### src/hw/rtl/slfr_pkg.sv
// ----------------------------------------------------------------------------
// slfr_pkg - shared types and constants of the sync/length frame receiver
// Result kinds, frame position codes, register indexes and the structs that
// pass between the receiver's sub-blocks.
// ----------------------------------------------------------------------------
package slfr_pkg;

	typedef enum logic [1:0] {
		KIND_PAYLOAD = 2'd0,
		KIND_GOOD    = 2'd1,
		KIND_BAD     = 2'd2
	} kind_t;

	typedef enum logic {
		CFG_SYNC_VALUE = 1'b0,
		CFG_MAX_LENGTH = 1'b1
	} cfg_index_t;

	localparam logic [7:0] SYNC_RESET   = 8'h55;
	localparam logic [7:0] MAXLEN_RESET = 8'd100;
	localparam logic [7:0] MIN_LENGTH   = 8'd4;

	// frame position codes; after the command byte the position is the byte index
	localparam logic [7:0] POS_HUNT       = 8'd0;
	localparam logic [7:0] POS_LENGTH     = 8'd1;
	localparam logic [7:0] POS_COMMAND    = 8'd2;

	typedef struct packed {
		logic [7:0] sync_value;
		logic [7:0] max_length;
	} cfg_t;

	typedef struct packed {
		logic       valid;
		logic [7:0] rx_byte;
	} word_t;

endpackage

### src/hw/rtl/slfr_if.sv
// ----------------------------------------------------------------------------
// slfr_in_if / slfr_out_if - valid/ready channels of the frame receiver
// Input carries one received byte per word; output carries one frame event.
// ----------------------------------------------------------------------------
interface slfr_in_if;
	logic       valid;
	logic       ready;
	logic [7:0] rx_byte;

	modport source (output valid, output rx_byte, input ready);
	modport sink   (input valid, input rx_byte, output ready);
endinterface

interface slfr_out_if;
	logic       valid;
	logic       ready;
	logic [1:0] kind;
	logic [7:0] byte_value;
	logic [7:0] byte_index;
	logic [7:0] command_code;
	logic [7:0] frame_length;

	modport source (output valid, output kind, output byte_value, output byte_index,
		output command_code, output frame_length, input ready);
	modport sink   (input valid, input kind, input byte_value, input byte_index,
		input command_code, input frame_length, output ready);
endinterface

### src/hw/rtl/sync_length_frame_receiver_unit.sv
// ----------------------------------------------------------------------------
// sync_length_frame_receiver_unit - length-prefixed frame receiver, XOR check
// Hunts for the sync byte, checks the length byte against 4..max_length,
// keeps the command byte, passes payload bytes on with their index and
// reports the frame as good or bad when the checksum byte arrives.
// ----------------------------------------------------------------------------
//
//  channel  dir  word                                         handshake
//  -------  ---  -------------------------------------------  -----------
//  rx       in   rx_byte                                      valid/ready
//  res      out  kind, byte_value, byte_index, command_code,  valid/ready
//                frame_length
//  cfg      in   cfg_index, cfg_data                          cfg_we only
//
//  One byte word accepted per cycle, sustained while res is not stalled.
//  A result is built from a registered byte: the accepting edge loads the input
//  register, the parser logic then loads the result register once take is high.
//  Sync, length and command bytes and rejected lengths give no result word.
//  A stall on res holds the result register; the input register can still
//  take one byte while empty, and rx.ready stays low while it is full.
//  Reset clears the frame state to hunting and both pipeline valids; the
//  registers return to sync 0x55 and max_length 100.
// ----------------------------------------------------------------------------
module sync_length_frame_receiver_unit (
	input  logic        clk,
	input  logic        arst_n,
	slfr_in_if.sink     rx,
	slfr_out_if.source  res,
	input  logic        cfg_we,
	input  logic        cfg_index,
	input  logic [7:0]  cfg_data
);
	import slfr_pkg::*;

	cfg_t  cfg;    // live register values
	word_t word;   // registered byte on its way to the parser
	logic  take;   // parser can consume the held byte this cycle

	slfr_cfg_regs u_cfg (
		.clk       (clk),
		.arst_n    (arst_n),
		.cfg_we    (cfg_we),
		.cfg_index (cfg_index),
		.cfg_data  (cfg_data),
		.cfg       (cfg)
	);

	slfr_in_stage u_in (
		.clk    (clk),
		.arst_n (arst_n),
		.rx     (rx),
		.take   (take),
		.word   (word)
	);

	// frame tracking, running XOR and the output register
	slfr_parser u_parser (
		.clk    (clk),
		.arst_n (arst_n),
		.cfg    (cfg),
		.word   (word),
		.take   (take),
		.res    (res)
	);

endmodule

### src/hw/rtl/slfr_cfg_regs.sv
// ----------------------------------------------------------------------------
// slfr_cfg_regs - configuration registers
// Holds the sync byte value and the maximum accepted frame length.
// ----------------------------------------------------------------------------
module slfr_cfg_regs (
	input  logic                clk,
	input  logic                arst_n,
	input  logic                cfg_we,
	input  logic                cfg_index,
	input  logic [7:0]          cfg_data,
	output slfr_pkg::cfg_t      cfg
);
	import slfr_pkg::*;

	cfg_t cfg_q;

	always_ff @(posedge clk or negedge arst_n) begin
		if (!arst_n) begin
			cfg_q.sync_value <= SYNC_RESET;
			cfg_q.max_length <= MAXLEN_RESET;
		end else if (cfg_we) begin
			case (cfg_index_t'(cfg_index))
				CFG_SYNC_VALUE: cfg_q.sync_value <= cfg_data;
				CFG_MAX_LENGTH: cfg_q.max_length <= cfg_data;
				default: ;
			endcase
		end
	end

	assign cfg = cfg_q;

endmodule

### src/hw/rtl/slfr_in_stage.sv
// ----------------------------------------------------------------------------
// slfr_in_stage - input register
// Captures one received byte per cycle; holds it while the parser stalls.
// ----------------------------------------------------------------------------
module slfr_in_stage (
	input  logic            clk,
	input  logic            arst_n,
	slfr_in_if.sink         rx,
	input  logic            take,
	output slfr_pkg::word_t word
);
	import slfr_pkg::*;

	logic       valid_s1;
	logic [7:0] byte_s1;
	logic       load;

	assign rx.ready = !valid_s1 || take;
	assign load     = rx.valid && rx.ready;

	always_ff @(posedge clk or negedge arst_n) begin
		if (!arst_n) begin
			valid_s1 <= 1'b0;
		end else if (rx.ready) begin
			valid_s1 <= rx.valid;
		end
	end

	always_ff @(posedge clk) begin
		if (load) begin
			byte_s1 <= rx.rx_byte;
		end
	end

	assign word.valid   = valid_s1;
	assign word.rx_byte = byte_s1;

endmodule

### src/hw/rtl/slfr_parser.sv
// ----------------------------------------------------------------------------
// slfr_parser - frame state and result register
// Tracks the frame position, length, command and running XOR, and loads one
// result word per payload or checksum byte.
// ----------------------------------------------------------------------------
module slfr_parser (
	input  logic            clk,
	input  logic            arst_n,
	input  slfr_pkg::cfg_t  cfg,
	input  slfr_pkg::word_t word,
	output logic            take,
	slfr_out_if.source      res
);
	import slfr_pkg::*;

	logic [7:0] pos_q, len_q, xor_q, cmd_q;
	logic [7:0] pos_d, len_d, xor_d, cmd_d;
	logic       advance, emit, last;
	kind_t      kind_d;

	logic       res_valid_q;
	kind_t      kind_q;
	logic [7:0] value_q, index_q, cmd_res_q, len_res_q;

	assign take    = !res_valid_q || res.ready;
	assign advance = word.valid && take;
	assign last    = ({1'b0, pos_q} + 9'd1) >= {1'b0, len_q};

	always_comb begin
		pos_d  = pos_q;
		len_d  = len_q;
		xor_d  = xor_q;
		cmd_d  = cmd_q;
		emit   = 1'b0;
		kind_d = KIND_PAYLOAD;
		if (advance) begin
			if (pos_q == POS_HUNT) begin
				if (word.rx_byte == cfg.sync_value) begin
					xor_d = word.rx_byte;
					pos_d = POS_LENGTH;
				end
			end else if (pos_q == POS_LENGTH) begin
				if (word.rx_byte < MIN_LENGTH || word.rx_byte > cfg.max_length) begin
					pos_d = POS_HUNT;
					xor_d = 8'd0;
				end else begin
					len_d = word.rx_byte;
					xor_d = xor_q ^ word.rx_byte;
					pos_d = POS_COMMAND;
				end
			end else if (pos_q == POS_COMMAND) begin
				cmd_d = word.rx_byte;
				xor_d = xor_q ^ word.rx_byte;
				pos_d = pos_q + 8'd1;
			end else if (last) begin
				emit   = 1'b1;
				kind_d = (word.rx_byte == xor_q) ? KIND_GOOD : KIND_BAD;
				pos_d  = POS_HUNT;
				xor_d  = 8'd0;
			end else begin
				emit  = 1'b1;
				xor_d = xor_q ^ word.rx_byte;
				pos_d = pos_q + 8'd1;
			end
		end
	end

	always_ff @(posedge clk or negedge arst_n) begin
		if (!arst_n) begin
			pos_q       <= POS_HUNT;
			len_q       <= 8'd0;
			xor_q       <= 8'd0;
			cmd_q       <= 8'd0;
			res_valid_q <= 1'b0;
		end else begin
			pos_q <= pos_d;
			len_q <= len_d;
			xor_q <= xor_d;
			cmd_q <= cmd_d;
			if (take) begin
				res_valid_q <= emit;
			end
		end
	end

	always_ff @(posedge clk) begin
		if (emit) begin
			kind_q    <= kind_d;
			value_q   <= word.rx_byte;
			index_q   <= pos_q;
			cmd_res_q <= cmd_q;
			len_res_q <= len_q;
		end
	end

	assign res.valid        = res_valid_q;
	assign res.kind         = kind_q;
	assign res.byte_value   = value_q;
	assign res.byte_index   = index_q;
	assign res.command_code = cmd_res_q;
	assign res.frame_length = len_res_q;

endmodule

### src/flat_wrapper.sv
// flat-port wrapper written by rule: the top's interface ports become plain ports
module sync_length_frame_receiver_unit_flat import slfr_pkg::*;
  (clk, arst_n, cfg_we, cfg_index, cfg_data, rx_valid, rx_rx_byte, rx_ready, res_valid, res_kind, res_byte_value, res_byte_index, res_command_code, res_frame_length, res_ready);
  slfr_in_if rx_i ();
  slfr_out_if res_i ();
  input  logic clk;
  input  logic arst_n;
  input  logic cfg_we;
  input  logic cfg_index;
  input  logic [7:0] cfg_data;
  input wire logic [$bits(rx_i.valid)-1:0] rx_valid;
  input wire logic [$bits(rx_i.rx_byte)-1:0] rx_rx_byte;
  output wire logic [$bits(rx_i.ready)-1:0] rx_ready;
  output wire logic [$bits(res_i.valid)-1:0] res_valid;
  output wire logic [$bits(res_i.kind)-1:0] res_kind;
  output wire logic [$bits(res_i.byte_value)-1:0] res_byte_value;
  output wire logic [$bits(res_i.byte_index)-1:0] res_byte_index;
  output wire logic [$bits(res_i.command_code)-1:0] res_command_code;
  output wire logic [$bits(res_i.frame_length)-1:0] res_frame_length;
  input wire logic [$bits(res_i.ready)-1:0] res_ready;
  assign rx_i.valid = rx_valid;
  assign rx_i.rx_byte = rx_rx_byte;
  assign rx_ready = rx_i.ready;
  assign res_valid = res_i.valid;
  assign res_kind = res_i.kind;
  assign res_byte_value = res_i.byte_value;
  assign res_byte_index = res_i.byte_index;
  assign res_command_code = res_i.command_code;
  assign res_frame_length = res_i.frame_length;
  assign res_i.ready = res_ready;
  sync_length_frame_receiver_unit u_core (.clk(clk), .arst_n(arst_n), .rx(rx_i), .res(res_i), .cfg_we(cfg_we), .cfg_index(cfg_index), .cfg_data(cfg_data));
endmodule
### config.mk
export PLATFORM = sky130hd
export DESIGN_NAME = sync_length_frame_receiver_unit_flat
export DESIGN_NICKNAME = d
export VERILOG_FILES = /design/src/hw/rtl/slfr_pkg.sv /design/src/hw/rtl/slfr_if.sv /design/src/hw/rtl/sync_length_frame_receiver_unit.sv /design/src/hw/rtl/slfr_cfg_regs.sv /design/src/hw/rtl/slfr_in_stage.sv /design/src/hw/rtl/slfr_parser.sv /design/src/flat_wrapper.sv
export SDC_FILE = /design/constraint.sdc
export NUM_CORES = 1
export LEC_CHECK = 0
export BUFFER_PORTS_ARGS = -buffer_cell sky130_fd_sc_hd__buf_2
export CAP_MARGIN = 25
export CORE_MARGIN = 3
export CORE_UTILIZATION = 37
export CTS_CLUSTER_DIAMETER = 100
export DETAILED_ROUTE_END_ITERATION = 10
export GPL_TIMING_DRIVEN = 1
export HOLD_SLACK_MARGIN = 0.08
export PLACE_DENSITY = 0.58
export SYNTH_ARGS = -nofsm -noshare
export SYNTH_HDL_FRONTEND = slang
export SYNTH_SLANG_ARGS = --single-unit
export TNS_END_PERCENT = 5
### constraint.sdc
create_clock -name clk -period 7.45 [get_ports clk]
set_input_delay 0.3725 -clock clk [delete_from_list [all_inputs] [get_ports clk]]
set_output_delay 0.3725 -clock clk [all_outputs]
set_load 0.05 [all_outputs]
[Word-level counts from Yosys, hierarchy flattened]
Index checks and enable logic that the tools add are counted.
Widths: inputs -> output; s select.
Word-level totals
  flip-flop bits (word level): 92
  output and inout port bits: 36
Operators by class
  reduce and logical (&&, ||, !) cells: 14
  $add $sub $neg: 2
  magnitude comparators: 3
  equality and inequality tests: 5
  bitwise logic cells: 7
  multiplexer cells: 17
Operator list (count)
  $mux 8: 11
  $eq 8x8->1: 2
  $add 8x1->9 const B: 1
  $ge 9x8->1: 1
  $add 8x1->8 const B: 1
  $eq 8x1->1 const B: 1
  $eq 8x2->1 const B: 1
  $gt 8x8->1: 1
  $logic_not 8->1: 1
  $lt 8x3->1 const B: 1
  $reduce_and 4->1: 2
  $xor 8x8->8: 1
  $not 1->1: 6
  $reduce_and 2->1: 3
  $reduce_or 5->1: 1
  $mux 1: 4
  $mux 2: 2
  $logic_or 1x1->1: 3
  $logic_and 1x1->1: 2
  $logic_not 1->1: 2
  $ne 2x1->1 const B: 1

[Longest topological paths before layout]
Gate-level depths: netlist of run 1.
  word-level depth: 6
  depth in mapped cells: 13

[By module]
A second synthesis of run 1 with hierarchy kept.
Unflattened totals
  cell total of the unflattened synthesis: 346
  area total of the unflattened synthesis: 4425.5 µm²
By module, submodules not included
  slfr_parser: sequential area each 1846.8 µm², cells an instance 298, times used 1, area each 3473.3 µm²
  slfr_cfg_regs: sequential area each 409.1 µm², cells an instance 35, times used 1, area each 650.6 µm²
  slfr_in_stage: sequential area each 265.3 µm², cells an instance 13, times used 1, area each 301.5 µm²

[Worst setup path after synthesis of run 1]
No wires, ideal clock.
  path kind: register to register
  from: register u_core.u_parser.pos_q[0]
  to: register u_core.u_parser.kind_q[1] (netlist: u_core.u_parser.res.kind[1]) (data pin)
  setup slack: 4.096 ns
  data arrival time: 3.198 ns
  period minus slack after synthesis: 3.354 ns
  library setup time: 0.156 ns
  stages on the path, launching flop included: 7
  path buffers: 0
  path through: dfrtp_1 > inv_1 > ha_1 > or3_1 > a21oi_1 > nand2_1 > a21oi_1
On the way
  longest elaborated chain between the ends: 4
RTL lines
  start: declaration: line slfr_parser.sv:16  | logic [7:0] pos_q, len_q, xor_q, cmd_q;
  start signal: assignment: line slfr_parser.sv:76  | pos_q <= pos_d;
  $add 8x1->9: line slfr_parser.sv:27  | assign last = ({1'b0, pos_q} + 9'd1) >= {1'b0, len_q};
  $ge 9x8->1: line slfr_parser.sv:27
  $not 1->1 (no source line)
  $reduce_or 5->1 (no source line) (*)
  end signal: assignment: line slfr_parser.sv:88  | kind_q <= kind_d;
  end: declaration: line slfr_parser.sv:22  | kind_t kind_q;
Mark *: on every way between the ends. The rest lies on a longest branch, timed or not.
A chain may end at the register's enable or synchronous reset.

[Worst setup path after layout of run 1]
  from: register u_core.u_in.byte_s1[6]
  to: register u_core.u_parser.xor_q[7]
On the way
  longest elaborated chain between the ends: 5
RTL lines
  start: declaration: line slfr_in_stage.sv:15  | logic [7:0] byte_s1;
  start signal: assignment: line slfr_in_stage.sv:31  | byte_s1 <= rx.rx_byte;
  $lt 8x3->1 or $gt 8x8->1 (tied branches): line slfr_parser.sv:43  | if (word.rx_byte < MIN_LENGTH || word.rx_byte > cfg.max_length) begin
  $logic_or 1x1->1: line slfr_parser.sv:43
  $mux 8: line slfr_parser.sv:43
  $mux 8: line slfr_parser.sv:42  | end else if (pos_q == POS_LENGTH) begin
  $mux 8: line slfr_parser.sv:37  | if (pos_q == POS_HUNT) begin
  end signal: assignment: line slfr_parser.sv:78  | xor_q <= xor_d;
  end: declaration: line slfr_parser.sv:16
Parallel ways exist; a longest one is shown, timed or not.

==> results by group, run 1 <==
Placement
  – GPL Wtd Cong: 0.816
  – Hpwl dp: roughly 6400 um
  – I/O Buffers: 57
  – Inst Count DP: around 530

Power
  – Max IR drop VDD: around 0.00017 V
  – Lkg Pwr: between 2 and 2.5 nW
  – Power Dens Cells: ~430 mW/mm^2

Finish
  – Commonest non-fill, non-tap cell in the layout: buf_2
  – Ant. Diodes: 0
  – Final Non-Filler Cells: 549
  – Area delta synth->final: 15.1%
  – Highest-count cells in the layout ignoring fill and taps: buf_2 (57), dfrtp_1 (43), edfxtp_1 (42)
  – Fin nets: about 440
  – Final Util: between 40% and 50%
  – Fraction of layout cells with a size suffix above 1: 32.8%

Worst setup path
  – R2r endpoint: u_core.u_parser.xor_q[7]$_DFFE_PN0P_
  – CP Launch Type: flop
  – Reg2reg path depth: 7
  – Critical Path Fanout Max: 12
  – Worst path required time: about 7.7 ns
  – Crit path kind: flop to flop
  – R2r startpoint: u_core.u_in.byte_s1[6]$_DFFE_PP_
  – Crit path arrival time: approximately 3.3 ns
  – CP startpoint: u_core.u_in.byte_s1[6]$_DFFE_PP_
  – R2R setup slack: 4.40 ns
  – Setup crit end kind: flop

Drt
  – DRT iter0 DRCs: between 100 and 150
  – Via density: around 5
  – Final ANT Viol Nets: 0
  – Remaining DRCs: 0
  – Vias: approximately 2,700
  – Drt first pass iters: 4
  – Drt total wl: slightly below 9000 um
  – Avg WL per Cell: around 16 um

Floorplanning
  – Ports: between 50 and 60
  – Chip height: around 120 um
  – Core ar.: between 0.01 and 0.015 mm^2
  – Chip Width: 115 um
  – Site row count: 39
  – Initial core utilization: 38.2%
  – Die area: roughly 0.013 mm^2

Timing
  – Tcrit/Tclk final: 41.0%
  – Unrepaired setup endpoints after global routing: false
  – Max Fclk: ~330 MHz
  – Min Hold Slack: 0.142 ns
  – Worst slew margin: ~52%
  – Clock skew: roughly 0.010 ns
  – Hold Violations, Final: 0
  – Min cycle time layout: a little over 3 ns
  – Tightest Pin Transition: roughly 0.71 ns
  – Setup TNS: 0 ns
  – Setup violations, final: 0
  – Slew Viols, Final: 0

Global routing
  – Pin count of the biggest net entering global routing: 51
  – Gr usage total: between 10% and 20%
  – Vias in the first global route: 2,862
  – First-pass GRT wire length: 14,500 um
  – Grt ovf: 0
  – Initial antenna violation count: 0

Clock tree
  – CTS Buf Count: 9
  – Cts hold-fix bufs: 0
  – # resized after CTS: 0
  – Clk buf depth: 2
  – Worst skew pair latency: ~0.35 ns
  – Num Clock Sinks: 92
  – Htree depth: 3
  – Clock Pin Slew Worst Setup and Hold Paths: about 0.070 ns
  – CTS root buf: clkbuf_16
  – CTS tree: yes
  – # Post-CTS Setup Buffers: 0

Synthesis
  – Ys flop type: dfrtp_1
  – Post-Syn Nets: roughly 390
  – Mapped Area: around 0.0044 mm^2
  – Syn Inst Count: roughly 350
  – Seq/Total Area, Yosys: a little under three fifths
  – Synth warn: 0
  – Synth async-reset ratio: 54.3%
  – Post-synth EDFFs: 42
  – Post-synthesis average cell area: 12.7 um^2
  – Synth cell types: 49
  – Post-synthesis register bit count: 92

Min path
  – Worst hold path type: input pin to async pin

Job
  – MaxCap Viol Count: 0

Run status
  – Run status: complete, no violations
[through the flow]
step	power, W	area (um^2)	setup slack (ns)
floorplan	0.00154	4420	4.10
global placement	0.00173	4770	4.51
detailed placement	0.00177	4800	4.47
CTS	0.00221	5090	4.44
global route	0.00233	5090	4.28
finish	0.00219	5090	4.40
[cells in the mapped netlist, drive strengths merged, types with 9 or more instances]
cell type | instances | area share, %
dfrtp | 43 | 24
edfxtp | 42 | 29
mux2 | 40 | 11
inv | 27 | 2.3
nand2 | 26 | 2.2
ha | 20 | 5.7
xor2 | 19 | 3.8
o21ai | 18 | 2.1
a21oi | 12 | 1.4
clkbuf | 12 | 2.3
a31oi | 9 | 1.3
nor3 | 9 | 1.1
[sequential cells by signal, summed over array words and instances (netlist names)]
name / cells
u_core.u_parser.cmd_q: 8
u_core.u_parser.res.command_code: 8
u_core.u_cfg.cfg: 16
u_core.u_in.byte_s1: 8
u_core.u_parser.len_q: 8
u_core.u_parser.res.byte_index: 8
u_core.u_parser.res.frame_length: 8
u_core.u_parser.pos_q: 8
u_core.u_in.valid_s1: 1
u_core.u_parser.res.kind: 2
u_core.u_parser.res.valid: 1
u_core.u_parser.xor_q: 8
u_core.u_parser.res.byte_value: 8
[routing by layer]
metal	share of wire, %	track usage (%)	up-vias
met5	0	0	-
met4	2.5	6.10	0
met3	5.2	4.37	16
met2	48	23.0	72
met1	44	18.5	1319
li1	-	-	1334
[cells by family (layout without fill, tap and decap cells)]
family / after synthesis / after routing / share of synthesized area, %
buffers and inverters: 44 / 103 / 5.55
xor gates and xnor gates: 22 / 22 / 4.36
adders and majority gates: 20 / 20 / 5.66
DFF: 92 / 92 / 57.0
and+or+nand+nor: 79 / 79 / 9.76
muxes: 40 / 40 / 10.9
AOI/OAI and AO/OA: 50 / 50 / 6.79
[worst max-delay path, stage by stage, from the launching register on]
cell      delay, ns
edfxtp_1       0.63
xor2_1         0.26
nor4_1         0.52
a21oi_1        0.26
nor2_1         0.57
buf_4          0.32
mux2_2         0.36
o21ai_1        0.07
[cell type report]
cell class | instances | area (um^2)
Tap cell | 143 | 179
Multi-Input combinational cell | 211 | 1670
Clock inverter | 3 | 20.0
Timing Repair Buffer | 60 | 328
Clock buffer | 13 | 272
Fill cell | 1077 | 6480
Inverter | 27 | 101
Sequential cell | 92 | 2520
[power breakdown]
part	total (W)	internal [W]	switching (W)
Combinational	0.000902	0.000309	0.000594
Sequential	0.000847	0.000743	0.000104
Clock	0.000438	0.000255	0.000183
Total	0.00219	0.00131	0.000881
[worst max path at each step]
stage / endpoint / slack [ns]
floorplan: u_core.u_parser.res.kind[1]$_SDFFCE_PP0P_ / 4.10
global placement: u_core.u_parser.xor_q[3]$_DFFE_PN0P_ / 4.51
detailed placement: u_core.u_parser.xor_q[7]$_DFFE_PN0P_ / 4.47
CTS: u_core.u_parser.xor_q[7]$_DFFE_PN0P_ / 4.44
global route: u_core.u_parser.xor_q[7]$_DFFE_PN0P_ / 4.28
finish: u_core.u_parser.xor_q[7]$_DFFE_PN0P_ / 4.40
Power figures use the tool's default switching activity.
==> run 2: changes to the inputs <==
Settings changed: ABC_AREA set to 1, PLACE_DENSITY 0.58 to 0.6.
Clock period 7.45 ns to 2.59 ns, I/O delays scaled along.
==> results by group, run 2 <==
Run status
  – Run status: complete, no violations

Finish
  – Max reg flops: 16
  – Fraction of layout cells with a size suffix above 1: between 20% and 30%
  – Fin area: between 0.005 and 0.006 mm^2
  – Fin nets: roughly 560
  – Ant. Diodes: 0
  – Commonest non-fill, non-tap cell in the layout: nand2_1
  – Area delta synth->final: 23.0%
  – Highest-count cells in the layout ignoring fill and taps: nand2_1 (85), inv_1 (67), buf_2 (57)

Min path
  – Worst hold path type: input pin to flop

Drt
  – Drt first pass iters: 4
  – Final ANT Viol Nets: 0
  – Drt total wl: 9330 um
  – Avg WL per Cell: approximately 14 um
  – Vias: roughly 3,200
  – DRT iter0 DRCs: between 200 and 250
  – Remaining DRCs: 0
  – Via density: 4.75

Synthesis
  – Count leader, synth: nand2_1
  – Yosys top cell by area: edfxtp_1
  – Ys flop type: dfrtp_1
  – Post-synthesis register bit count: 92
  – Syn Inst Count: 434
  – Ranking of synthesized cells by area: edfxtp_1 (29%), dfrtp_1 (25%), nand2_1 (7.6%)
  – Top cell type's share of synthesized area: 28.9%
  – Post-Syn Nets: approximately 480
  – Post-synthesis average cell area: 10.1 um^2
  – Seq/Total Area, Yosys: slightly below 60%
  – Post-synth EDFFs: between 40 and 50
  – Synth warn: 0
  – Synth cell types: 35
  – Synth top cells by count: nand2_1 (88), inv_1 (67), dfrtp_1 (43)
  – Synth async-reset ratio: 54.3%
  – Mapped Area: between 0.004 and 0.005 mm^2

Global routing
  – Initial antenna violation count: 0
  – Vias in the first global route: 3,131
  – Gr usage total: roughly 15%
  – Pin count of the biggest net entering global routing: 35
  – Grt ovf: 0
  – First-pass GRT wire length: ~16,000 um

Worst setup path
  – Most used cell, CP: nand2_1
  – Crit path arrival time: between 2 and 3 ns
  – Cells along the critical path: ha_1 -> nand3_1 -> xor2_1 -> inv_1 -> ha_1 -> nand2_1 -> nor2_1 -> nand2_1 -> nand3_1 -> nand2_1 -> nand2_1 -> nand2_1 -> nand2_2 -> nand3_4 -> nand3_1 -> o21ai_1
  – Slowest cell delay on critical path: 0.42 ns
  – Worst path required time: roughly 2.8 ns
  – Delay-heaviest family, CP: simple AND/OR/NAND/NOR gates
  – CP Launch Type: flop
  – Critical Path Fanout Max: 9
  – CP max stage cell: dfrtp_1
  – Crit path kind: flop to flop
  – Buffers and inverters on the worst path: 1
  – Setup crit end kind: flop

Floorplanning
  – Ports: 58
  – Die area: between 0.01 and 0.015 mm^2
  – Chip Width: roughly 110 um
  – Site row count: 39
  – Core ar.: roughly 0.011 mm^2
  – Chip height: 115 um
  – Initial core utilization: between 30% and 40%

Placement
  – I/O Buffers: 57
  – Placed Instance Area: approximately 0.0049 mm^2
  – GPL Wtd Cong: around 0.84
  – Hpwl dp: about 6700 um

Clock tree
  – CTS Buf Count: 9
  – CTS root buf: clkbuf_16
  – CTS tree: yes
  – Htree depth: 3
  – Clk buf depth: 2
  – Num Clock Sinks: between 90 and 100
  – Clock Pin Slew Worst Setup and Hold Paths: ~0.070 ns
  – Worst skew pair latency: 0.33 ns

Timing
  – Unrepaired setup endpoints after global routing: false
  – Max Fclk: about 420 MHz
  – Setup violations, final: 0
  – Tcrit/Tclk final: about nine tenths
  – Min cycle time layout: 2.37 ns
  – Worst slew margin: 60.5%
  – Hold Violations, Final: 0
  – Setup TNS: 0 ns
  – Tightest Pin Transition: 0.587 ns
  – Clock skew: about 0.0089 ns
  – Slew Viols, Final: 0

Job
  – MaxCap Viol Count: 0

Power
  – Lkg Pwr: between 2 and 3 nW
  – Max IR drop VDD: around 0.0006 V
  – Power Dens Cells: ~1300 mW/mm^2
==> run 2: worst min-delay path, stage by stage <==
cell and delay, ns:
buf_2 0.09, inv_1 0.07, o21ai_0 0.09
==> run 2: per-stage QoR <==
| stage | power [W] | worst slack [ns] | instances | util, % | hold WS [ns] |
|---|---|---|---|---|---|
| 6_report | 0.00705 | 0.217 | 670 | 46.8 | 0.0960 |
| 5_1_grt | 0.00755 | 0.0143 | 670 | 46.8 | 0.130 |
| 4_1_cts | 0.00709 | 0.125 | 670 | 46.7 | 0.0926 |
| 3_5_place_dp | 0.00575 | 0.0217 | 636 | 42.5 | 0.159 |
| 3_3_place_gp | 0.00566 | 0.149 | 636 | 42.5 | 0.155 |
| 2_1_floorplan | 0.00496 | 0.0923 | 434 | - | -0.166 |
==> run 2: metal layers <==
layer / routed length [um] / track usage (%) / up-vias / share of wire (%)
met2: 4490 / 24.5 / 82 / 48
met5: 0 / 0 / - / 0
li1: - / - / 1598 / -
met3: 417 / 3.01 / 11 / 4.5
met1: 4310 / 20.4 / 1493 / 46
met4: 107 / 4.91 / 0 / 1.1
==> run 2: path summary, 6_finish.rpt <==
path | to | cells past startpoint | from | slack, ns
max | u_core.u_parser.pos_q[1]$_DFFE_PN0P_ | 16 | u_core.u_parser.pos_q[1]$_DFFE_PN0P_ | 0.22
min | u_core.u_cfg.cfg[7]$_DFFE_PN0P_ | 3 | cfg_data[7] | 0.1
max reg2reg | u_core.u_parser.pos_q[1]$_DFFE_PN0P_ | 16 | u_core.u_parser.pos_q[1]$_DFFE_PN0P_ | 0.22
min reg2reg | u_core.u_parser.res.command_code[3]$_DFFE_PP_ | 0 | u_core.u_parser.cmd_q[3]$_DFFE_PN0P_ | 0.45
max in group asynchronous | u_core.u_cfg.cfg[10]$_DFFE_PN1P_ | 3 | arst_n | 1.61
min in group asynchronous | u_core.u_cfg.cfg[3]$_DFFE_PN0P_ | 2 | arst_n | 0.32
==> run 2: cells by family after synthesis <==
| group | count (synthesis) | synth area share [%] |
|---|---|---|
| buffers and inverters | 80 | 7.48 |
| AND/OR/NAND/NOR | 148 | 16.3 |
| AO/OA/AOI/OAI | 79 | 9.74 |
| XOR/XNOR | 15 | 3.01 |
| flip-flops | 92 | 57.7 |
| adder cells (fa/ha/maj) | 20 | 5.73 |
==> run 2: where the power goes <==
group	internal (W)	switching (W)
Sequential	0.00221	0.000276
Combinational	0.000933	0.00232
Clock	0.000774	0.000538
==> run 2: layout make-up <==
class                           instances  area [um^2]
Clock buffer                           12          246
Sequential cell                        92         2520
Inverter                               73          279
Multi-Input combinational cell        262         1550
Tap cell                              143          179
Timing Repair Buffer                   84          546
Fill cell                            1065         6100
Clock inverter                          4         50.0
==> run 2: repair_timing <==
action / 4_1_cts / 5_1_grt
hold endpoints to repair: 44 / 0
endpoints found under the setup margin: 1 / 15
pin swaps: 0 / 0
setup buffers: 0 / 0
resized for setup: 1 / 5
hold buffers: 18 / 0
==> run 3: changes to the inputs <==
==> constraint.sdc (replaced) <==
create_clock -name clk -period 2.59 [get_ports clk]
set_input_delay 0.518 -clock clk [delete_from_list [all_inputs] [get_ports clk]]
set_output_delay 0.518 -clock clk [all_outputs]
set_load 0.05 [all_outputs]
==> results by group, run 3 (synthesis results as in run 2) <==
Timing
  – Min cycle time layout: 2.37 ns
  – Slew Viols, Final: 0
  – Setup TNS: 0 ns
  – Setup violations, final: 0
  – Tightest Pin Transition: approximately 0.6 ns
  – Max Fclk: ~420 MHz
  – Clock skew: 0.00806 ns
  – Worst slew margin: approximately three fifths
  – Hold Violations, Final: 0
  – Unrepaired setup endpoints after global routing: false
  – Tcrit/Tclk final: approximately nine tenths

Clock tree
  – Worst skew pair latency: roughly 0.33 ns
  – Clock Pin Slew Worst Setup and Hold Paths: about 0.060 ns
  – CTS tree: yes
  – CTS root buf: clkbuf_16
  – CTS Buf Count: 9
  – Num Clock Sinks: 92
  – Clk buf depth: 2
  – Htree depth: 3
  – Cts hold-fix bufs: 0

Worst setup path
  – Worst Setup EP: u_core.u_parser.pos_q[1]$_DFFE_PN0P_
  – R2r startpoint: u_core.u_parser.pos_q[1]$_DFFE_PN0P_
  – R2R setup slack: 0.22 ns
  – CP startpoint: u_core.u_parser.pos_q[1]$_DFFE_PN0P_
  – Critical Path Fanout Max: 9
  – Reg2reg path depth: 16
  – Worst path required time: approximately 2.8 ns
  – Setup crit end kind: flop
  – Crit path arrival time: between 2 and 3 ns
  – CP Launch Type: flop
  – R2r endpoint: u_core.u_parser.pos_q[1]$_DFFE_PN0P_
  – Crit path kind: flop to flop

Run status
  – Run status: complete, no violations

Global routing
  – Busiest grt layer: met2
  – Pin count of the biggest net entering global routing: 35
  – Grt ovf: 0
  – Vias in the first global route: ~3,000
  – Initial antenna violation count: 0
  – GRT met1 Usage: around a fifth
  – Met2 Use GR: between 20% and 30%
  – First-pass GRT wire length: ~15,000 um
  – Gr usage total: approximately 15%
  – GRT met3 Usage: 3.12%

Drt
  – Final ANT Viol Nets: 0
  – Vias: between 3,000 and 4,000
  – Drt first pass iters: 4
  – Avg WL per Cell: 14.0 um
  – Drt total wl: just over 9000 um
  – Via density: between 4 and 5
  – Remaining DRCs: 0
  – DRT iter0 DRCs: roughly 240

Floorplanning
  – Chip Width: between 100 and 150 um
  – Chip height: 115 um
  – Initial core utilization: 38.1%
  – Core ar.: roughly 0.011 mm^2
  – Die area: approximately 0.013 mm^2
  – Site row count: 39
  – Ports: between 50 and 60

Power
  – Power Dens Cells: ~1400 mW/mm^2
  – Max IR drop VDD: about 0.00060 V
  – Lkg Pwr: 2.48 nW

Finish
  – Fin area: just over 0.005 mm^2
  – Ant. Diodes: 0
  – Fin nets: ~550
  – Final Non-Filler Cells: between 600 and 700
  – Area delta synth->final: 18.9%
  – Highest-count cells in the layout ignoring fill and taps: nand2_1 (85), inv_1 (67), buf_2 (57)
  – Fraction of layout cells with a size suffix above 1: 23.0%
  – Max reg flops: 16
  – Fill cells: 1,088
  – Commonest non-fill, non-tap cell in the layout: nand2_1

Placement
  – Placed Instance Area: just under 0.005 mm^2
  – Inst Count DP: about 640
  – GPL Wtd Cong: between 0.8 and 0.9
  – Hpwl dp: approximately 6700 um
  – I/O Buffers: 57

Min path
  – Worst hold path type: input pin to async pin

Job
  – MaxCap Viol Count: 0
## run 3: cell count changes in the layout (fill, tap and decap cells not counted), sizes merged
| cell | delta |
|---|---|
| dlygate4sd3 | -18 |
## run 3: worst min-delay path by stage
stage,from,end,slack [ns],cells past startpoint
after CTS,arst_n,u_core.u_cfg.cfg[3]$_DFFE_PN0P_,0.18,1
after global placement,u_core.u_parser.cmd_q[2]$_DFFE_PN0P_,u_core.u_parser.res.command_code[2]$_DFFE_PP_,0.44,0
after detailed placement,u_core.u_parser.len_q[7]$_DFFE_PN0P_,u_core.u_parser.res.frame_length[7]$_DFFE_PP_,0.44,0
after global routing,arst_n,u_core.u_cfg.cfg[3]$_DFFE_PN0P_,0.21,1
after floorplan,arst_n,u_core.u_cfg.cfg[0]$_DFFE_PN0P_,0.22,0
final,arst_n,u_core.u_cfg.cfg[9]$_DFFE_PN0P_,0.19,1
## run 3: critical path, stage by stage (launching register included)
cell and delay [ns]:
dfrtp_1 0.42, ha_1 0.23, nand3_1 0.11, xor2_1 0.21, inv_1 0.07, ha_1 0.30
nand2_1 0.08, nor2_1 0.10, nand2_1 0.05, nand3_1 0.07, nand2_1 0.06, nand2_1 0.06
nand2_1 0.06, nand2_2 0.11, nand3_4 0.14, nand3_1 0.12, o21ai_1 0.06
## run 3: routing by layer
metal  vias up  wire length [um]
met5         -                 0
met4         0                94
met3         7               458
met2        73              4330
met1      1435              4270
li1       1564                 -
## run 3: report_power, final
group | total [W] | internal (W) | switching (W)
registers | 0.00248 | 0.00221 | 0.000276
logic | 0.00322 | 0.000915 | 0.00231
clock network | 0.00131 | 0.000774 | 0.000534
## run 3: repair_timing
action	CTS	global route
setup endpoints to repair	1	15
buffers inserted	0	0
gates resized for setup	1	5
pin swaps	0	0
## run 3: layout make-up
type | instances | area, um^2 | share of cell area [%]
Inverter | 73 | 279 | 5.37
Clock buffer | 12 | 246 | 4.75
Sequential cell | 92 | 2520 | 48.6
Clock inverter | 4 | 50.0 | 0.964
Tap cell | 143 | 179 | 3.45
Timing Repair Buffer | 66 | 365 | 7.04
Multi-Input combinational cell | 262 | 1550 | 29.9
## run 3: stage by stage
| step | power [W] | setup WS [ns] | utilization, % | hold slack [ns] |
|---|---|---|---|---|
| 2_1_floorplan | 0.00496 | 0.0923 | - | 0.222 |
| 4_1_cts | 0.00707 | 0.125 | 45.1 | 0.184 |
| 3_5_place_dp | 0.00575 | 0.0217 | 42.5 | 0.437 |
| 3_3_place_gp | 0.00566 | 0.149 | 42.5 | 0.438 |
| 5_1_grt | 0.00753 | 0.0143 | 45.3 | 0.208 |
| 6_report | 0.00701 | 0.219 | 45.3 | 0.191 |
